**config.mk**
```make
export PLATFORM = sky130hd
export DESIGN_NAME = sha256_message_digest
export DESIGN_NICKNAME = d
export VERILOG_FILES = /design/src/rtl/sha256_pkg.sv /design/src/rtl/sha256_message_digest.sv
export SDC_FILE = /design/constraint.sdc
export NUM_CORES = 2
export LEC_CHECK = 0
export ABC_CLOCK_PERIOD_IN_PS = 29500
export CORE_MARGIN = 4
export CORE_UTILIZATION = 40
export CTS_BUF_LIST = sky130_fd_sc_hd__clkbuf_16
export CTS_CLUSTER_SIZE = 24
export DETAILED_ROUTE_END_ITERATION = 7
export DONT_BUFFER_PORTS = 1
export PLACE_DENSITY_LB_ADDON = 0.25
export SYNTH_ARGS = -nofsm -noshare
export SYNTH_HDL_FRONTEND = slang
export SYNTH_SLANG_ARGS = --single-unit
```
**constraint.sdc**
```tcl
create_clock -name clock -period 29.5 [get_ports clock]
set_input_delay 2.95 -clock clock [delete_from_list [all_inputs] [get_ports clock]]
set_output_delay 2.95 -clock clock [all_outputs]
set_load 0.02 [all_outputs]
```
**src/rtl/sha256_pkg.sv**
```systemverilog
// SHA-256 package: initial hash values, round constants and round functions.
// No dependencies; used by the sha256_message_digest top level.
`timescale 1ns / 1ps
package sha256_pkg;

   typedef logic [31:0] word_type;

   localparam logic [7:0] PAD_MARKER = 8'h80;
   localparam logic [5:0] LEN_FIELD_START = 6'd56;

   function automatic word_type init_chain(input logic [2:0] idx);
      word_type v;
      case (idx)
         3'd0: v = 32'h6a09e667;
         3'd1: v = 32'hbb67ae85;
         3'd2: v = 32'h3c6ef372;
         3'd3: v = 32'ha54ff53a;
         3'd4: v = 32'h510e527f;
         3'd5: v = 32'h9b05688c;
         3'd6: v = 32'h1f83d9ab;
         default: v = 32'h5be0cd19;
      endcase
      return v;
   endfunction

   localparam word_type ROUND_K [64] = '{
      32'h428a2f98, 32'h71374491, 32'hb5c0fbcf, 32'he9b5dba5, 32'h3956c25b, 32'h59f111f1,
      32'h923f82a4, 32'hab1c5ed5, 32'hd807aa98, 32'h12835b01, 32'h243185be, 32'h550c7dc3,
      32'h72be5d74, 32'h80deb1fe, 32'h9bdc06a7, 32'hc19bf174, 32'he49b69c1, 32'hefbe4786,
      32'h0fc19dc6, 32'h240ca1cc, 32'h2de92c6f, 32'h4a7484aa, 32'h5cb0a9dc, 32'h76f988da,
      32'h983e5152, 32'ha831c66d, 32'hb00327c8, 32'hbf597fc7, 32'hc6e00bf3, 32'hd5a79147,
      32'h06ca6351, 32'h14292967, 32'h27b70a85, 32'h2e1b2138, 32'h4d2c6dfc, 32'h53380d13,
      32'h650a7354, 32'h766a0abb, 32'h81c2c92e, 32'h92722c85, 32'ha2bfe8a1, 32'ha81a664b,
      32'hc24b8b70, 32'hc76c51a3, 32'hd192e819, 32'hd6990624, 32'hf40e3585, 32'h106aa070,
      32'h19a4c116, 32'h1e376c08, 32'h2748774c, 32'h34b0bcb5, 32'h391c0cb3, 32'h4ed8aa4a,
      32'h5b9cca4f, 32'h682e6ff3, 32'h748f82ee, 32'h78a5636f, 32'h84c87814, 32'h8cc70208,
      32'h90befffa, 32'ha4506ceb, 32'hbef9a3f7, 32'hc67178f2};

   function automatic word_type ror32(input word_type x, input int n);
      return (x >> n) | (x << (32 - n));
   endfunction

   function automatic word_type sig0(input word_type x);
      return ror32(x, 7) ^ ror32(x, 18) ^ (x >> 3);
   endfunction

   function automatic word_type sig1(input word_type x);
      return ror32(x, 17) ^ ror32(x, 19) ^ (x >> 10);
   endfunction

   function automatic word_type bsig0(input word_type x);
      return ror32(x, 2) ^ ror32(x, 13) ^ ror32(x, 22);
   endfunction

   function automatic word_type bsig1(input word_type x);
      return ror32(x, 6) ^ ror32(x, 11) ^ ror32(x, 25);
   endfunction

endpackage

```
**src/rtl/sha256_message_digest.sv**
```systemverilog
// SHA-256 digest engine: byte packing, padding, block memory and round loop.
// Depends on sha256_pkg for constants and round functions.
`timescale 1ns / 1ps
//
// Usage:
// The req_ channel takes one transaction per message byte: req_msg_byte with
// req_has_byte set. req_end_of_message marks the last transaction; it may carry
// a byte or none (has_byte low, used for the empty message). A transaction with
// neither flag changes nothing. After the last transaction the block pads the
// message, compresses the remaining block or two and then presents eight rsp_
// transactions, digest words 0..7, rsp_final_word high on word 7.
// Sequence: each byte is a buffer read-modify-write, and no new transaction is
// taken until it is done. Every 64th byte starts a compression: the block is
// copied into the schedule memory, then 64 rounds run, each round bound by the
// schedule memory (read W[r-15] and W[r-2], then W[r-16] and W[r-7], then
// write W[r]), and last the variables fold into the hash. Padding writes its
// bytes by the same read-modify-write. The digest words leave at one per cycle
// while rsp_ready is high; a stalled receiver holds the current word and the
// block takes no new transaction until all eight have gone.
// Reset (synchronous, active high) restores the initial hash values, clears
// the byte and length counters and drops rsp_valid; no clearing pass runs.
//
module sha256_message_digest (
   input  logic                   clock,
   input  logic                   reset,
   input  logic                   req_valid,
   output logic                   req_ready,
   input  logic [7:0]             req_msg_byte,
   input  logic                   req_has_byte,
   input  logic                   req_end_of_message,
   output logic                   rsp_valid,
   input  logic                   rsp_ready,
   output sha256_pkg::word_type   rsp_digest_word,
   output logic [2:0]             rsp_word_index,
   output logic                   rsp_final_word
);
   import sha256_pkg::*;

   localparam logic [3:0] S_IDLE   = 4'd0;
   localparam logic [3:0] S_BYTE   = 4'd1;
   localparam logic [3:0] S_CINIT  = 4'd2;
   localparam logic [3:0] S_RA     = 4'd3;
   localparam logic [3:0] S_RB     = 4'd4;
   localparam logic [3:0] S_RC     = 4'd5;
   localparam logic [3:0] S_FOLD   = 4'd6;
   localparam logic [3:0] S_PAD    = 4'd7;
   localparam logic [3:0] S_OUT    = 4'd8;

   // Padding phases: marker pending, zero fill, length field.
   localparam logic [1:0] P_MARK   = 2'd0;
   localparam logic [1:0] P_FILL   = 2'd1;
   localparam logic [1:0] P_LEN    = 2'd2;

   // Block memory: 16 words, one write and one registered read port each.
   word_type blk_mem [16];
   // Schedule memory: two banks hold identical copies for two reads a cycle.
   word_type sch_mem_a [16];
   word_type sch_mem_b [16];

   logic [3:0]  state_ff, state_in;
   logic [5:0]  pos_ff, pos_in;
   logic [63:0] len_ff, len_in;
   logic [63:0] padlen_ff, padlen_in;
   logic        padding_ff, padding_in;
   logic [1:0]  phase_ff, phase_in;
   logic [7:0]  byte_ff, byte_in;
   logic [6:0]  round_ff, round_in;
   logic [2:0]  widx_ff, widx_in;
   word_type    hash_ff [8];
   word_type    hash_in [8];
   word_type    var_ff [8];
   word_type    var_in [8];
   word_type    xa_ff, xa_in, xb_ff, xb_in;

   // Memory port controls.
   logic [3:0] blk_raddr, blk_waddr, sa_raddr, sb_raddr, s_waddr;
   logic       blk_we, s_we;
   word_type   blk_wdata, s_wdata;
   word_type   blk_rd_ff, sa_rd_ff, sb_rd_ff;

   always_ff @(posedge clock) begin
      if (blk_we) begin
         blk_mem[blk_waddr] <= blk_wdata;
      end
      blk_rd_ff <= blk_mem[blk_raddr];
   end

   always_ff @(posedge clock) begin
      if (s_we) begin
         sch_mem_a[s_waddr] <= s_wdata;
         sch_mem_b[s_waddr] <= s_wdata;
      end
      sa_rd_ff <= sch_mem_a[sa_raddr];
      sb_rd_ff <= sch_mem_b[sb_raddr];
   end

   // Byte lane merge into the word read from the block memory.
   word_type merged;
   logic [1:0] lane;
   always_comb begin
      lane = pos_ff[1:0];
      merged = blk_rd_ff;
      case (lane)
         2'd0: merged[31:24] = byte_ff;
         2'd1: merged[23:16] = byte_ff;
         2'd2: merged[15:8]  = byte_ff;
         default: merged[7:0] = byte_ff;
      endcase
   end

   // Round arithmetic from the working variables and the current schedule word.
   logic [3:0] r4;
   word_type w_r, t1, t2;
   always_comb begin
      r4 = round_ff[3:0];
      if (round_ff < 7'd16) begin
         w_r = sa_rd_ff;
      end else begin
         w_r = sa_rd_ff + xa_ff + sb_rd_ff + xb_ff;
      end
      t1 = var_ff[7] + bsig1(var_ff[4]) + ((var_ff[4] & var_ff[5]) ^ (~var_ff[4] & var_ff[6]))
           + ROUND_K[round_ff[5:0]] + w_r;
      t2 = bsig0(var_ff[0])
           + ((var_ff[0] & var_ff[1]) ^ (var_ff[0] & var_ff[2]) ^ (var_ff[1] & var_ff[2]));
   end

   // Main sequencer.
   always_comb begin
      state_in   = state_ff;
      pos_in     = pos_ff;
      len_in     = len_ff;
      padlen_in  = padlen_ff;
      padding_in = padding_ff;
      phase_in   = phase_ff;
      byte_in    = byte_ff;
      round_in   = round_ff;
      widx_in    = widx_ff;
      hash_in    = hash_ff;
      var_in     = var_ff;
      xa_in      = xa_ff;
      xb_in      = xb_ff;
      blk_raddr  = pos_ff[5:2];
      blk_waddr  = pos_ff[5:2];
      blk_we     = 1'b0;
      blk_wdata  = merged;
      sa_raddr   = r4;
      sb_raddr   = r4;
      s_waddr    = r4;
      s_we       = 1'b0;
      s_wdata    = w_r;
      req_ready  = 1'b0;
      case (state_ff)
         S_IDLE: begin
            req_ready = 1'b1;
            if (req_valid) begin
               if (req_has_byte) begin
                  byte_in    = req_msg_byte;
                  len_in     = len_ff + 64'd8;
                  padlen_in  = len_ff + 64'd8;
                  padding_in = req_end_of_message;
                  phase_in   = P_MARK;
                  state_in   = S_BYTE;
               end else if (req_end_of_message) begin
                  padlen_in  = len_ff;
                  padding_in = 1'b1;
                  phase_in   = P_MARK;
                  state_in   = S_PAD;
               end
            end
         end
         // Read already issued; write the merged word back.
         S_BYTE: begin
            blk_we = 1'b1;
            pos_in = pos_ff + 6'd1;
            if (pos_ff == 6'd63) begin
               round_in = 7'd0;
               state_in = S_CINIT;
            end else begin
               state_in = padding_ff ? S_PAD : S_IDLE;
            end
         end
         // Copy block into the schedule memory, one word a cycle, load variables.
         S_CINIT: begin
            blk_raddr = round_ff[3:0];
            if (round_ff != 7'd0) begin
               s_we    = 1'b1;
               s_waddr = 4'(round_ff - 7'd1);
               s_wdata = blk_rd_ff;
            end
            round_in = round_ff + 7'd1;
            if (round_ff == 7'd16) begin
               var_in   = hash_ff;
               round_in = 7'd0;
               state_in = S_RA;
            end
         end
         // Read W[r-15] and W[r-2].
         S_RA: begin
            sa_raddr = 4'(round_ff - 7'd15);
            sb_raddr = 4'(round_ff - 7'd2);
            state_in = S_RB;
         end
         // Read W[r-16] and W[r-7]; hold sigma terms.
         S_RB: begin
            xa_in    = sig0(sa_rd_ff);
            xb_in    = sig1(sb_rd_ff);
            sa_raddr = r4;
            sb_raddr = 4'(round_ff - 7'd7);
            state_in = S_RC;
         end
         // Round update and schedule write-back.
         S_RC: begin
            if (round_ff >= 7'd16) begin
               s_we = 1'b1;
            end
            for (int i = 7; i > 0; i--) begin
               var_in[i] = var_ff[i-1];
            end
            var_in[4] = var_ff[3] + t1;
            var_in[0] = t1 + t2;
            round_in  = round_ff + 7'd1;
            state_in  = (round_ff == 7'd63) ? S_FOLD : S_RA;
         end
         S_FOLD: begin
            for (int i = 0; i < 8; i++) begin
               hash_in[i] = hash_ff[i] + var_ff[i];
            end
            state_in = padding_ff ? S_PAD : S_IDLE;
         end
         // Choose the next pad byte while the read of its word is issued.
         S_PAD: begin
            state_in = S_BYTE;
            byte_in  = 8'd0;
            case (phase_ff)
               P_MARK: begin
                  byte_in  = PAD_MARKER;
                  phase_in = P_FILL;
               end
               P_FILL: begin
                  // Zero fill ends where the length field starts.
                  if (pos_ff == LEN_FIELD_START) begin
                     byte_in   = padlen_ff[63:56];
                     padlen_in = {padlen_ff[55:0], 8'd0};
                     phase_in  = P_LEN;
                  end
               end
               default: begin
                  // The last length byte closed the block: the digest is ready.
                  if (pos_ff == 6'd0) begin
                     widx_in  = 3'd0;
                     state_in = S_OUT;
                  end else begin
                     byte_in   = padlen_ff[63:56];
                     padlen_in = {padlen_ff[55:0], 8'd0};
                  end
               end
            endcase
         end
         S_OUT: begin
            if (rsp_ready) begin
               widx_in = widx_ff + 3'd1;
               if (widx_ff == 3'd7) begin
                  for (int i = 0; i < 8; i++) begin
                     hash_in[i] = init_chain(3'(i));
                  end
                  len_in     = 64'd0;
                  pos_in     = 6'd0;
                  padding_in = 1'b0;
                  widx_in    = 3'd0;
                  state_in   = S_IDLE;
               end
            end
         end
         default: begin
            state_in = S_IDLE;
         end
      endcase
   end

   assign rsp_valid       = (state_ff == S_OUT);
   assign rsp_digest_word = hash_ff[widx_ff];
   assign rsp_word_index  = widx_ff;
   assign rsp_final_word  = (widx_ff == 3'd7);

   always_ff @(posedge clock) begin
      if (reset) begin
         state_ff   <= S_IDLE;
         pos_ff     <= 6'd0;
         len_ff     <= 64'd0;
         padding_ff <= 1'b0;
         phase_ff   <= P_MARK;
         widx_ff    <= 3'd0;
         round_ff   <= 7'd0;
         for (int i = 0; i < 8; i++) begin
            hash_ff[i] <= init_chain(3'(i));
         end
      end else begin
         state_ff   <= state_in;
         pos_ff     <= pos_in;
         len_ff     <= len_in;
         padding_ff <= padding_in;
         phase_ff   <= phase_in;
         widx_ff    <= widx_in;
         round_ff   <= round_in;
         hash_ff    <= hash_in;
      end
   end

   // Payload registers.
   always_ff @(posedge clock) begin
      padlen_ff <= padlen_in;
      byte_ff   <= byte_in;
      var_ff    <= var_in;
      xa_ff     <= xa_in;
      xb_ff     <= xb_in;
   end

endmodule
```
# After elaboration in Yosys (flattened, before gate mapping)
# Memories as Yosys holds them, arrays and structs flattened. A register that Yosys moved wholly into a read port is not among the register bits.
# Cells that the tools add are included.
# word_totals
regBits,735
ram_bits,1536
romBits,2048
in_bits,14
output_inout_bits,38
elab_cells,228
mem_count,4
# op_classes
n_addsub,26
magnitude_cmp,4
eq_ne,29
n_mux,84
bitwise_logic,29
reduce_logical,25
# mem_list
name,depth,word_bits,read_ports,rd_ports_with_merged_regs,wr,line,rtl
(no name shown),64,32,1,0,0,sha256_message_digest.sv:122,+ ROUND_K[round_ff[5:0]] + w_r;
blk_mem,16,32,1,1,1,sha256_message_digest.sv:55,word_type blk_mem [16];
sch_mem_a,16,32,1,1,1,sha256_message_digest.sv:57,word_type sch_mem_a [16];
sch_mem_b,16,32,1,1,1,sha256_message_digest.sv:58,word_type sch_mem_b [16];
# op_table
operator,n
$pmux 256 s2,2
$mux 256,3
$add 32x32->32,18
$mux 64,9
$pmux 64 s2,3
$xor 32x32->32,9
$mux 32,7
$and 32x32->32,5
$bmux 32 s3,1
$add 64x4->64 const B,1
$mux 8,8
$mux 4,12
$pmux 4 s9,1
$not 32->32,1
$or 10x32->32,1
$or 13x32->32,1
$or 14x32->32,1
$or 15x32->32,1
$or 19x32->32,1
$or 21x32->32,1
$or 25x32->32,1
$or 26x32->32,1
$or 30x32->32,1
$or 7x32->32,1
53 further kinds,107

# Depth between registers and ports, before layout
# depth
word_depth,9
mapped_depth,44
ltp_nobuf,44

# Least setup slack after synthesis
# No wires, ideal clock.
# synth_path
path_type,reg2reg
startpoint,register round_ff[0]
endpoint,register var_ff[0] (netlist name) (enable)
setup_time_ns,1.227
arrival_ns,19.902
t_required_ns,28.273
path_slack_ns,8.370
path_stages_with_launch,9
path_buffers,2
synth_period_minus_slack_ns,21.130
cell_sequence,dfxtp_1 inv_1 clkbuf_1 ha_1 clkbuf_1 inv_1 nor4_1 nand2_1 o21ai_0
# synth_via
elab_chain_cells,3
# synth_lines
item,line,rtl
start: declaration,sha256_message_digest.sv:67,"logic [6:0] round_ff, round_in;"
start signal: assignment,sha256_message_digest.sv:304,round_ff <= round_in;
$eq 7x5->1,sha256_message_digest.sv:191,if (round_ff == 7'd16) begin
$ne 2x2->1 (no line),--,
$reduce_and 2->1 (no line),--,
end signal: assignment,sha256_message_digest.sv:313,var_ff <= var_in;
end: declaration,sha256_message_digest.sv:71,word_type var_ff [8];
# No other way between the ends.
# A chain may end at the register's enable or synchronous reset.

==> flow_summary.ini <==
[detailed_routing]
wl_mm = 339.2
routed-via-count = 73990
post-route-drc-count = 0
wire_per_inst_um = 26.98
first_iter_violations = 7365
dr.pass1.iters = 6
ant_nets = 0
routed_via_density = 5.886

[die]
ios = 52
fp-row-count = 187
start_util_pct = 40.25
die_w_um = 519.5
core_area_um2 = 259900
die_y_um = 519.5
dieArea_um2 = 269800

[worst_setup_path]
path_class = register to register
cpPeakStageDelay_ns = 0.50
critical_path_arrival_ns = 11.48
ff2ff_setup_slack_ns = 18.61
endpoint_kind = register
r2r_end = var_ff[255]
required_ns = 30.09
startpoint_type = register
worstPathMaxFanout = 4
worstReg2RegStart = sa_rd_ff[1]
path_common_cell = inv_1
crit_path_top_delay_cell = fa_1
reg2regPathDepth = 44

[yosys]
synth_area_leaders = edfxtp_1 41%, mux4_2 10%, dfxtp_1 8.3%
synth_flop_cell = edfxtp_1
synth_top_area_share_pct = 40.55
synthCells = 9036
synth_warnings = 0
synth.cell_area_um2 = 104600
yosysUniqueCellTypes = 91
synth_top_cell_by_area = edfxtp_1
synth_seq_cells = 1849
syn-num-nets = 9658
ys_seq_area_share_pct = 48.89
synth_edf_count = 1413
async_flop_share_pct = 0
synth_area_per_cell_um2 = 11.58

[final_layout]
utilization_pct = 44.56
multi_input_area_um2 = 50330
seq_area_um2 = 51170
n_fill_cell = 23740
drive_gt1_share_pct = 12.61
fin_nets = 9515
syn_to_final_growth_pct = 10.69

[global_route]
grt_start_max_net_pins = 266
grt_pass1_wl_mm = 496.0
overflow = 0
track_usage_pct = 24.42
grt_pass1_vias = 72400
antenna_found_initial = 12

[power]
power_uw = 14380
power_leakage_uw = 0.04219
worst_ir_drop_vdd_mv = 0.2099
powerDensity_nw_per_um2 = 124.2

[min_path]
min_delay_path_depth = 2
min_to = len_ff[23]
worstHoldPathType = register to register
min-delay-start = len_ff[23]

[sta]
min_period_ns = 10.89
relSlewSlack_pct = -16.57
setup_viol = 0
timing.fmax_mhz = 91.84
post-route-period-util_pct = 36.91
tightest_slew_ns = 1.748
final.setup.tns_ns = 0
drv_slew = 98
hold_violations = 0
finClkSkew_ns = 0.1342
rsz0062_at_grt = false

[clock_network]
cts_root_buf = clkbuf_16
cts.sinks = 1849
cts_hold_repair.buffers = 0
cts_resized = 0
path_clk_slew_ns = 0.06
clk_latency_ns = 0.94
cts_tree = yes
numCtsBuffers = 213
htreeDepth = 4
clockBufferDepth = 4
post-cts-setup-buffers = 0

[placed_design]
port_buffers = 0
hpwl_mm = 225.1
gp_congestion = 0.9640

[run]
cap_violations = 0

[outcome]
status = complete, but fails checks
violations = slew limit
## power by group
| group | switching (uW) | internal (uW) | total (uW) | leakage (uW) |
|---|---|---|---|---|
| combinational | 4890 | 3360 | 8240 | 0.0224 |
| sequential | 242 | 3210 | 3450 | 0.0162 |
| clock | 1100 | 1580 | 2680 | 0.00356 |
| total | 6230 | 8150 | 14400 | 0.0422 |
## layout make-up
class,count,share of cell area (%)
Sequential cell,1849,44.18
Multi-Input combinational cell,6211,43.45
Clock buffer,215,4.645
Tap cell,3496,3.777
Inverter,478,1.549
Clock inverter,173,1.414
Timing Repair Buffer,140,0.9614
Antenna cell,8,0.01728
## cells in the final DEF, fill, tap and decap left out, drive strengths merged, types with 197 or more instances in the layout
cell,netlist,routed
a21oi,477,477
clkbuf,400,215
dfxtp,436,436
edfxtp,1413,1413
fa,197,197
ha,411,411
inv,476,522
mux4,483,483
nand2,1203,1203
nor2,550,550
o21ai,488,488
xnor2,387,387
xor2,242,242
## Yosys cell counts, types with 48 or more instances
| cell | count |
|---|---|
| clkbuf_1 | 400 |
| nand2b_1 | 164 |
| a211oi_1 | 118 |
| inv_1 | 475 |
| edfxtp_1 | 1413 |
| nor3_1 | 95 |
| o21bai_1 | 50 |
| nand3_1 | 93 |
| a31oi_1 | 103 |
| nand2_1 | 1203 |
| mux4_2 | 483 |
| xor2_1 | 242 |
| a21o_1 | 180 |
| o21ai_0 | 439 |
| and3_1 | 51 |
| nor2_1 | 550 |
| buf_1 | 79 |
| dfxtp_1 | 436 |
| mux2_2 | 100 |
| fa_1 | 197 |
| a22oi_1 | 71 |
| a21oi_1 | 477 |
| and2_1 | 95 |
| nor2b_1 | 48 |
| xnor2_1 | 387 |
| ha_1 | 411 |
| o22ai_1 | 94 |
| o21ai_1 | 49 |
## logic make-up (layout without fill, tap and decap cells)
family | Yosys count | count (layout) | share of synthesized area [%]
multiplexers | 616 | 616 | 11.79
XOR/XNOR | 631 | 631 | 5.308
other | 0 | 8 | 0
adder cells (fa/ha/maj) | 613 | 613 | 8.731
flip-flops | 1849 | 1849 | 48.89
AND/OR/NAND/NOR | 2446 | 2446 | 10.29
AO/OA/AOI/OAI | 1905 | 1905 | 11.47
buffers and inverters | 976 | 1006 | 3.524
## worst max-delay path: cells and delay by family (launching register included)
kind / cells / cell delay (ns)
AOI/OAI and AO/OA: 17 / 4.07
xor gates and xnor gates: 3 / 0.68
adders and majority gates: 10 / 3.92
buffers and inverters: 8 / 0.61
DFF: 1 / 0.41
muxes: 1 / 0.26
and+or+nand+nor: 5 / 0.60
## metal layers
layer	routed length [um]	vias up	global-route usage, %
li1	-	32860	-
met1	142600	37570	33.46
met2	158700	2997	39.57
met3	26140	557	4.313
met4	11760	2	7.649
met5	7	-	0
## registers in the layout (all words and copies together), names as in the netlist, 2 cells and up
| name | count |
|---|---|
| blk_mem | 512 |
| sch_mem_a | 384 |
| hash_ff | 256 |
| var_ff | 256 |
| sch_mem_b | 128 |
| len_ff | 61 |
| padlen_ff | 61 |
| blk_rd_ff | 32 |
| sa_rd_ff | 32 |
| sb_rd_ff | 32 |
| xa_ff | 32 |
| xb_ff | 32 |
| byte_ff | 8 |
| round_ff | 7 |
| pos_ff | 6 |
| state_ff | 4 |
| rsp_word_index | 3 |
| phase_ff | 2 |
## worst max path at each step
stage / from / end / slack [ns] / depth (start not counted)
floorplan: round_ff[0] / var_ff[0] / 8.37 / 8
global placement: sa_rd_ff[1] / var_ff[255] / 18.85 / 44
detailed placement: sa_rd_ff[1] / var_ff[255] / 18.84 / 44
CTS: sa_rd_ff[1] / var_ff[255] / 18.73 / 44
global route: sa_rd_ff[1] / var_ff[255] / 18.07 / 42
finish: sa_rd_ff[1] / var_ff[255] / 18.61 / 44
## per-stage QoR
| step | worst slack, ns | hold slack [ns] | instance area [um^2] | instances |
|---|---|---|---|---|
| after floorplan | 8.370 | 0.4478 | 104600 | 9036 |
| after global placement | 18.85 | 0.4656 | 108800 | 12170 |
| after detailed placement | 18.84 | 0.4829 | 108800 | 12170 |
| after CTS | 18.73 | 0.4920 | 115800 | 12560 |
| after global routing | 18.07 | 0.5251 | 115800 | 12560 |
| final | 18.61 | 0.4966 | 115800 | 12570 |
Note: power is estimated with default switching activity, not from simulation.
